===== src/rtl/rsenc_pkg.sv =====
// ----------------------------------------------------------------------------
// rsenc_pkg
// Shared constants, types and GF(256) helpers for the Reed-Solomon encoder.
// ----------------------------------------------------------------------------
package rsenc_pkg;

    localparam int unsigned MAX_ECC   = 30;
    localparam int unsigned MIN_ECC   = 2;
    localparam int unsigned CNT_W     = $clog2(MAX_ECC + 1);
    localparam int unsigned ECC_CFG_W = 5;
    localparam int unsigned ECC_RESET = 10;

    // low byte of the field polynomial 0x11d
    localparam logic [7:0] FIELD_POLY_LOW = 8'h1D;

    typedef enum logic [1:0] {
        ST_INIT,
        ST_BUILD,
        ST_RUN,
        ST_EMIT
    } rs_state_t;

    typedef struct packed {
        logic       gen_clear;
        logic       gen_step;
        logic       rem_clear;
        logic       rem_step;
        logic [7:0] fb;
        logic [7:0] root;
    } rs_ctrl_t;

    // multiply by alpha
    function automatic logic [7:0] gf_xtime(input logic [7:0] a);
        gf_xtime = {a[6:0], 1'b0} ^ (a[7] ? FIELD_POLY_LOW : 8'h00);
    endfunction

    function automatic logic [7:0] gf_mul(input logic [7:0] a, input logic [7:0] b);
        logic [7:0] acc;
        logic [7:0] x;
        acc = 8'h00;
        x   = a;
        for (int i = 0; i < 8; i++) begin
            if (b[i]) begin
                acc = acc ^ x;
            end
            x = gf_xtime(x);
        end
        gf_mul = acc;
    endfunction

    // register value saturated to the supported parity count range
    function automatic logic [CNT_W-1:0] eff_count(input logic [ECC_CFG_W-1:0] v);
        int unsigned n;
        n = int'(v);
        if (n < MIN_ECC) begin
            n = MIN_ECC;
        end
        if (n > MAX_ECC) begin
            n = MAX_ECC;
        end
        eff_count = CNT_W'(n);
    endfunction

endpackage


===== src/rtl/rsenc_cell.sv =====
// ----------------------------------------------------------------------------
// rsenc_cell
// One tap of the encoder: a remainder byte and its generator coefficient.
// ----------------------------------------------------------------------------
module rsenc_cell (
    input  logic               aclk,
    input  logic               aresetn,
    input  rsenc_pkg::rs_ctrl_t ctrl,
    input  logic               tail,
    input  logic [7:0]         gen_left,
    input  logic [7:0]         rem_right,
    output logic [7:0]         gen_out,
    output logic [7:0]         rem_out
);
    import rsenc_pkg::*;

    logic [7:0] gen_reg;
    logic [7:0] gen_next;
    logic [7:0] rem_reg;
    logic [7:0] rem_next;
    logic [7:0] mul_a;
    logic [7:0] mul_b;
    logic [7:0] product;

    // one multiplier serves both the generator build and the division
    assign mul_a   = ctrl.gen_step ? gen_left  : ctrl.fb;
    assign mul_b   = ctrl.gen_step ? ctrl.root : gen_reg;
    assign product = gf_mul(mul_a, mul_b);

    always_comb begin
        gen_next = gen_reg;
        if (ctrl.gen_clear) begin
            gen_next = 8'h00;
        end else if (ctrl.gen_step) begin
            gen_next = gen_reg ^ product;
        end
    end

    always_comb begin
        rem_next = rem_reg;
        if (ctrl.rem_clear) begin
            rem_next = 8'h00;
        end else if (ctrl.rem_step) begin
            rem_next = (tail ? 8'h00 : rem_right) ^ product;
        end
    end

    always_ff @(posedge aclk) begin
        gen_reg <= gen_next;
    end

    always_ff @(posedge aclk) begin
        if (!aresetn) begin
            rem_reg <= 8'h00;
        end else begin
            rem_reg <= rem_next;
        end
    end

    assign gen_out = gen_reg;
    assign rem_out = rem_reg;

endmodule


===== src/rtl/reed_solomon_parity_encoder.sv =====
// ----------------------------------------------------------------------------
// reed_solomon_parity_encoder
// Systematic RS parity generator over GF(256), polynomial 0x11d.
// ----------------------------------------------------------------------------
//  port group   | dir | item contents
//  -------------+-----+-------------------------------------------
//  s_t*         | in  | tdata: data_byte[7:0]; tlast: last_byte
//  m_t*         | out | tdata: parity_byte[7:0]; tlast: parity_last
//  cfg_wr_*     | in  | ecc_count[4:0], write only
//
//  a data item enters the tap chain as it is accepted; after the last item
//  the n parity items leave one per cycle while m_tready is high, shifted
//  out of the chain. after reset or an ecc_count write the generator is
//  rebuilt, a clear then one root per cycle, with s_tready low.
//  reset clears the remainder and sets ecc_count to 10.
//  m_tready low holds the parity output and the input side.
// ----------------------------------------------------------------------------
module reed_solomon_parity_encoder (
    input  logic                             aclk,
    input  logic                             aresetn,
    input  logic                             s_tvalid,
    output logic                             s_tready,
    input  logic [7:0]                       s_tdata,     // data_byte[7:0]
    input  logic                             s_tlast,
    output logic                             m_tvalid,
    input  logic                             m_tready,
    output logic [7:0]                       m_tdata,     // parity_byte[7:0]
    output logic                             m_tlast,
    input  logic                             cfg_wr_en,
    input  logic [rsenc_pkg::ECC_CFG_W-1:0]  cfg_wr_data
);
    import rsenc_pkg::*;

    rs_state_t              state_reg;
    rs_state_t              state_next;
    logic [ECC_CFG_W-1:0]   ecc_count_reg;
    logic [CNT_W-1:0]       cnt_reg;
    logic [CNT_W-1:0]       cnt_next;
    logic [7:0]             root_reg;
    logic [7:0]             root_next;
    logic [CNT_W-1:0]       n_eff;
    logic [CNT_W-1:0]       last_idx;
    rs_ctrl_t               ctrl;

    logic [7:0] gen_q [MAX_ECC];
    logic [7:0] rem_q [MAX_ECC];

    assign n_eff    = eff_count(ecc_count_reg);
    assign last_idx = n_eff - CNT_W'(1);

    always_comb begin
        state_next     = state_reg;
        cnt_next       = cnt_reg;
        root_next      = root_reg;
        ctrl           = '0;
        ctrl.root      = root_reg;
        s_tready       = 1'b0;
        m_tvalid       = 1'b0;
        m_tlast        = 1'b0;
        case (state_reg)
            ST_INIT: begin
                ctrl.gen_clear = 1'b1;
                root_next      = 8'h01;
                cnt_next       = '0;
                state_next     = ST_BUILD;
            end
            ST_BUILD: begin
                // multiply the generator by (x + alpha^cnt)
                ctrl.gen_step = 1'b1;
                root_next     = gf_xtime(root_reg);
                cnt_next      = cnt_reg + CNT_W'(1);
                if (cnt_reg == last_idx) begin
                    state_next = ST_RUN;
                end
            end
            ST_RUN: begin
                s_tready = 1'b1;
                if (s_tvalid) begin
                    ctrl.rem_step = 1'b1;
                    ctrl.fb       = s_tdata ^ rem_q[0];
                    if (s_tlast) begin
                        cnt_next   = '0;
                        state_next = ST_EMIT;
                    end
                end
            end
            ST_EMIT: begin
                m_tvalid = 1'b1;
                m_tlast  = (cnt_reg == last_idx);
                if (m_tready) begin
                    // zero feedback shifts the chain toward tap 0 and clears it
                    ctrl.rem_step = 1'b1;
                    cnt_next      = cnt_reg + CNT_W'(1);
                    if (cnt_reg == last_idx) begin
                        state_next = ST_RUN;
                    end
                end
            end
            default: begin
                state_next = ST_INIT;
            end
        endcase
        if (cfg_wr_en) begin
            ctrl.rem_clear = 1'b1;
            state_next     = ST_INIT;
        end
    end

    always_ff @(posedge aclk) begin
        if (!aresetn) begin
            state_reg     <= ST_INIT;
            ecc_count_reg <= ECC_CFG_W'(ECC_RESET);
        end else begin
            state_reg <= state_next;
            if (cfg_wr_en) begin
                ecc_count_reg <= cfg_wr_data;
            end
        end
    end

    always_ff @(posedge aclk) begin
        cnt_reg  <= cnt_next;
        root_reg <= root_next;
    end

    for (genvar j = 0; j < MAX_ECC; j++) begin : g_cell
        logic [7:0] gen_left;
        logic [7:0] rem_right;
        logic       tail;

        if (j == 0) begin : g_first
            assign gen_left = 8'h01;
        end else begin : g_mid
            assign gen_left = gen_q[j-1];
        end

        if (j == MAX_ECC - 1) begin : g_end
            assign rem_right = 8'h00;
        end else begin : g_inner
            assign rem_right = rem_q[j+1];
        end

        assign tail = (CNT_W'(j) == last_idx);

        rsenc_cell u_cell (
            .aclk      (aclk),
            .aresetn   (aresetn),
            .ctrl      (ctrl),
            .tail      (tail),
            .gen_left  (gen_left),
            .rem_right (rem_right),
            .gen_out   (gen_q[j]),
            .rem_out   (rem_q[j])
        );
    end

    assign m_tdata = rem_q[0];

endmodule

===== config.mk =====
export PLATFORM = sky130hd
export DESIGN_NAME = reed_solomon_parity_encoder
export DESIGN_NICKNAME = d
export VERILOG_FILES = /design/src/rtl/rsenc_pkg.sv /design/src/rtl/rsenc_cell.sv /design/src/rtl/reed_solomon_parity_encoder.sv
export SDC_FILE = /design/constraint.sdc
export NUM_CORES = 2
export LEC_CHECK = 0
export ABC_AREA = 0
export BUFFER_PORTS_ARGS = -buffer_cell sky130_fd_sc_hd__buf_2
export CORE_UTILIZATION = 46
export DETAILED_ROUTE_END_ITERATION = 7
export HOLD_SLACK_MARGIN = 0.05
export PLACE_DENSITY_LB_ADDON = 0.2
export SLEW_MARGIN = 15
export SYNTH_ARGS = -nofsm -noshare
export SYNTH_HDL_FRONTEND = slang
export SYNTH_HIERARCHICAL = 1
export SYNTH_SLANG_ARGS = --single-unit

===== constraint.sdc =====
create_clock -name aclk -period 14.8 [get_ports aclk]
set_input_delay 1.48 -clock aclk [delete_from_list [all_inputs] [get_ports aclk]]
set_output_delay 1.48 -clock aclk [all_outputs]
set_load 0.01 [all_outputs]

==> reports/metrics.yaml <==
status: "finished clean"
synth-seq-cells: 500
buffer_ports.inserted: 29
cp_data_required_time_ns: 15.35
globalRouteMet3Util_pct: 2.58
classification_of_the_worst_setup_path: "flop to flop"
clock_power_share_pct: 52.4
hold_buffers: 0
worst_ir_drop_vdd_uv: 81.4
grtUsageTotal_pct: 27.7
worst_skew_pair.late_latency_ns: 0.70
yosysWarningCount: 6
grt.met2_usage_pct: 46.6
yosysTopAreaCellShare_pct: 15.9
num_vias: 65252
rrSetupSlack_ns: 8.08
floorplan.core_area_um2: 169000
drive_above_1_share_pct: 7.34
clkSinkCount: 500
cp-start-kind: "flop"
antenna_violating_nets_left: 0
post-dp-hpwl_um: 163000
setup_repair_after_global_routing_missed_its_margin: "no"
sw_frac_of_total_pct: 28.3
synth_top_area_cells: "xnor2_1 (16%), xnor3_1 (13%), dfxtp_1 (12%)"
synth.lib_cells_used.distinct: 56
count_of_final_max_slew_check_failures: 0
n_fill_cell: 16204
worst_pin_slew_ns: 1.14
synth_area_um2: 78400
clock-root-buffer: "clkbuf_16"
achievable-frequency_mhz: 149
syn2layout_area_growth_pct: 5.34
die_area_um2: 172000
report.power.total_mw: 3.67
initial_utilization_pct: 46.3
register_area_um2: 10100
grt_start_max_net_pins: 186
timing.max_slew.rel_slack_pct: 23.5
biggest_area_consumer_among_synthesized_cells: "xnor2_1"
setup-tns-final_ns: 0
cts_inserted_buffers: 72
dieWidth_um: 415
vias_per_cell: 5.95
tritoncts: "done"
switching_power_mw: 1.04
clkSlewWorstSetupHoldPaths_ns: 0.06
grt_first_pass_wirelength_um: 381000
synth-async-reset-ratio_pct: 0
post-route-cell-area_um2: 82600
period_share_pct: 45.4
worst-endpoint-arrival_ns: 7.26
pin_count: 30
critPathMaxFanout: 42
post_layout_net_count: 8715
yosys_most_used_dff: "dfxtp_1"
clock_tree.htree_level_count: 3
finalHoldViolCount: 0
power-per-cell-area_nw_per_um2: 44.4
detail_route.wl_per_cell_um: 22.5
grt_pass1_vias: 62763
p_int_mw: 2.63
placed_area_um2: 80000
synth_enable_flop_cells: 13
leak_pwr_nw: 28.3
grt.met1_usage_pct: 37.3
postCtsResizedCells: 0
skew_final_ns: 0.0394
share_of_synthesized_area_occupied_by_flip_flops_and_latches_pct: 12.9
holdCritPathClass: "flop to flop"
end_kind: "flop"
drc: 0
pwr-share-seq_pct: 37.0
final.min_clock_period_ns: 6.72
synthesis.instances: 8931
grt_most_used_layer: "met2"
gr-total-overflow: 0
initial_detailed_routing_violation_count: 5537
finalSetupViolCount: 0
comb_power_share_pct: 10.6
number_of_core_rows: 151
multi_input_comb_area_um2: 65600
routability_driven_placement_congestion_ratio: 0.884
max_clock_buf_depth: 3
die_y_um: 415
dr_pass1_iterations: 8
syn_area_per_cell_um2: 8.78
totalWireLength_um: 246000
whs_ns: 0.471
post-cts-setup-buffer-count: 0
drv_cap: 0
antenna_found_initial: 1
==> placed cells by master, fill, tap and decap left out, types with 31 or more instances in the layout <==
cell,n
xnor3_1,450
nand3_1,123
o211ai_1,121
nor2b_1,427
inv_6,38
nand4b_1,60
nand4_1,91
or3_1,120
inv_1,35
buf_4,92
a21oi_1,270
a31oi_1,31
conb_1,38
nor3_1,32
and2_1,40
xnor2_1,1428
nand2_1,377
xor2_1,513
dfxtp_1,487
nand2b_1,122
o21ai_0,180
mux2i_1,578
mux2i_4,120
and3_1,33
xor2_2,61
nor2_1,1536
a22oi_1,180
xor3_1,90
a32oi_1,240
clkbuf_16,73
nand3b_1,210
==> logic make-up after synthesis <==
group | Yosys count | synth area share [%]
AND/OR/NAND/NOR | 3216 | 19.8
XOR/XNOR | 2602 | 40.1
AO/OA/AOI/OAI | 1295 | 11.6
multiplexers | 759 | 11.7
buffers and inverters | 551 | 3.71
flip-flops | 500 | 12.9
adder cells (fa/ha/maj) | 6 | 0.0957
other | 2 | 0.00957
==> layer usage <==
layer,wire length [um],vias up
met1,107000,32076
li1,-,30549
met5,0,-
met4,8040,0
met3,13300,443
met2,118000,2184
==> metrics by stage <==
stage / setup slack (ns) / util (%) / std cells
after detailed placement: 7.71 / 47.3 / 10834
final: 8.08 / 48.8 / 10968
after floorplan: 2.55 / - / 8967
after global routing: 7.76 / 48.8 / 10966
after global placement: 7.77 / 47.3 / 10834
after CTS: 8.18 / 48.8 / 10966
==> final cells by class <==
cell class	instances	share of cell area [%]
Timing Repair Buffer	134	1.33
Clock inverter	43	0.684
Clock buffer	89	2.45
Tap cell	2218	3.36
Multi-Input combinational cell	7916	79.4
Inverter	66	0.491
Antenna cell	2	0.00606
Sequential cell	500	12.3
==> power groups by stage <==
stage	combinational, mW	sequential [mW]	clock [mW]
final	0.388	1.36	1.92
after global routing	0.408	1.36	2.01
after CTS	0.381	1.36	1.97
after detailed placement	0.381	1.39	0
after global placement	0.377	1.39	0
after floorplan	0.290	1.39	0
==> critical path: stages (launching register included) <==
cell	delay (ns)
dfxtp_1	0.46
inv_1	0.32
nor2_1	0.26
nand2_1	0.58
nor2_4	0.98
buf_4	0.92
buf_4	0.77
xor2_1	0.27
mux2i_4	0.27
xor2_1	0.27
nor2_1	0.08
xnor3_1	0.44
xor2_2	0.29
mux2i_1	0.26
mux2_1	0.33
==> cell usage after synthesis (31+ instances only) <==
library cell	number
and2_1	40
nand4b_1	60
mux2i_1	579
nand3_1	123
buf_4	92
nand2b_1	122
nor2_1	1545
a22oi_1	180
nand4_1	91
or3_1	120
nor3_1	32
buf_2	90
dfxtp_1	487
xnor2_1	1428
a32oi_1	240
buf_6	31
a31oi_1	31
clkbuf_1	242
mux2i_4	120
o211ai_1	121
xnor3_1	450
a21oi_1	272
o21ai_0	180
xor2_2	61
xor3_1	90
and3_1	33
nor2b_1	427
nand3b_1	210
nand2_1	378
xor2_1	513
inv_1	36
==> worst paths after layout <==
kind	from	to	depth (start not counted)
worst max register to register	state_reg[1]	g_cell[20].u_cell/gen_out[4]	14
worst min register to register	g_cell[13].u_cell/rem_out[1]	g_cell[13].u_cell/rem_out[1]	1
worst max-delay path	state_reg[1]	g_cell[20].u_cell/gen_out[4]	14
worst min-delay path	g_cell[13].u_cell/rem_out[1]	g_cell[13].u_cell/rem_out[1]	1
Note: power is estimated with default switching activity, not from simulation.
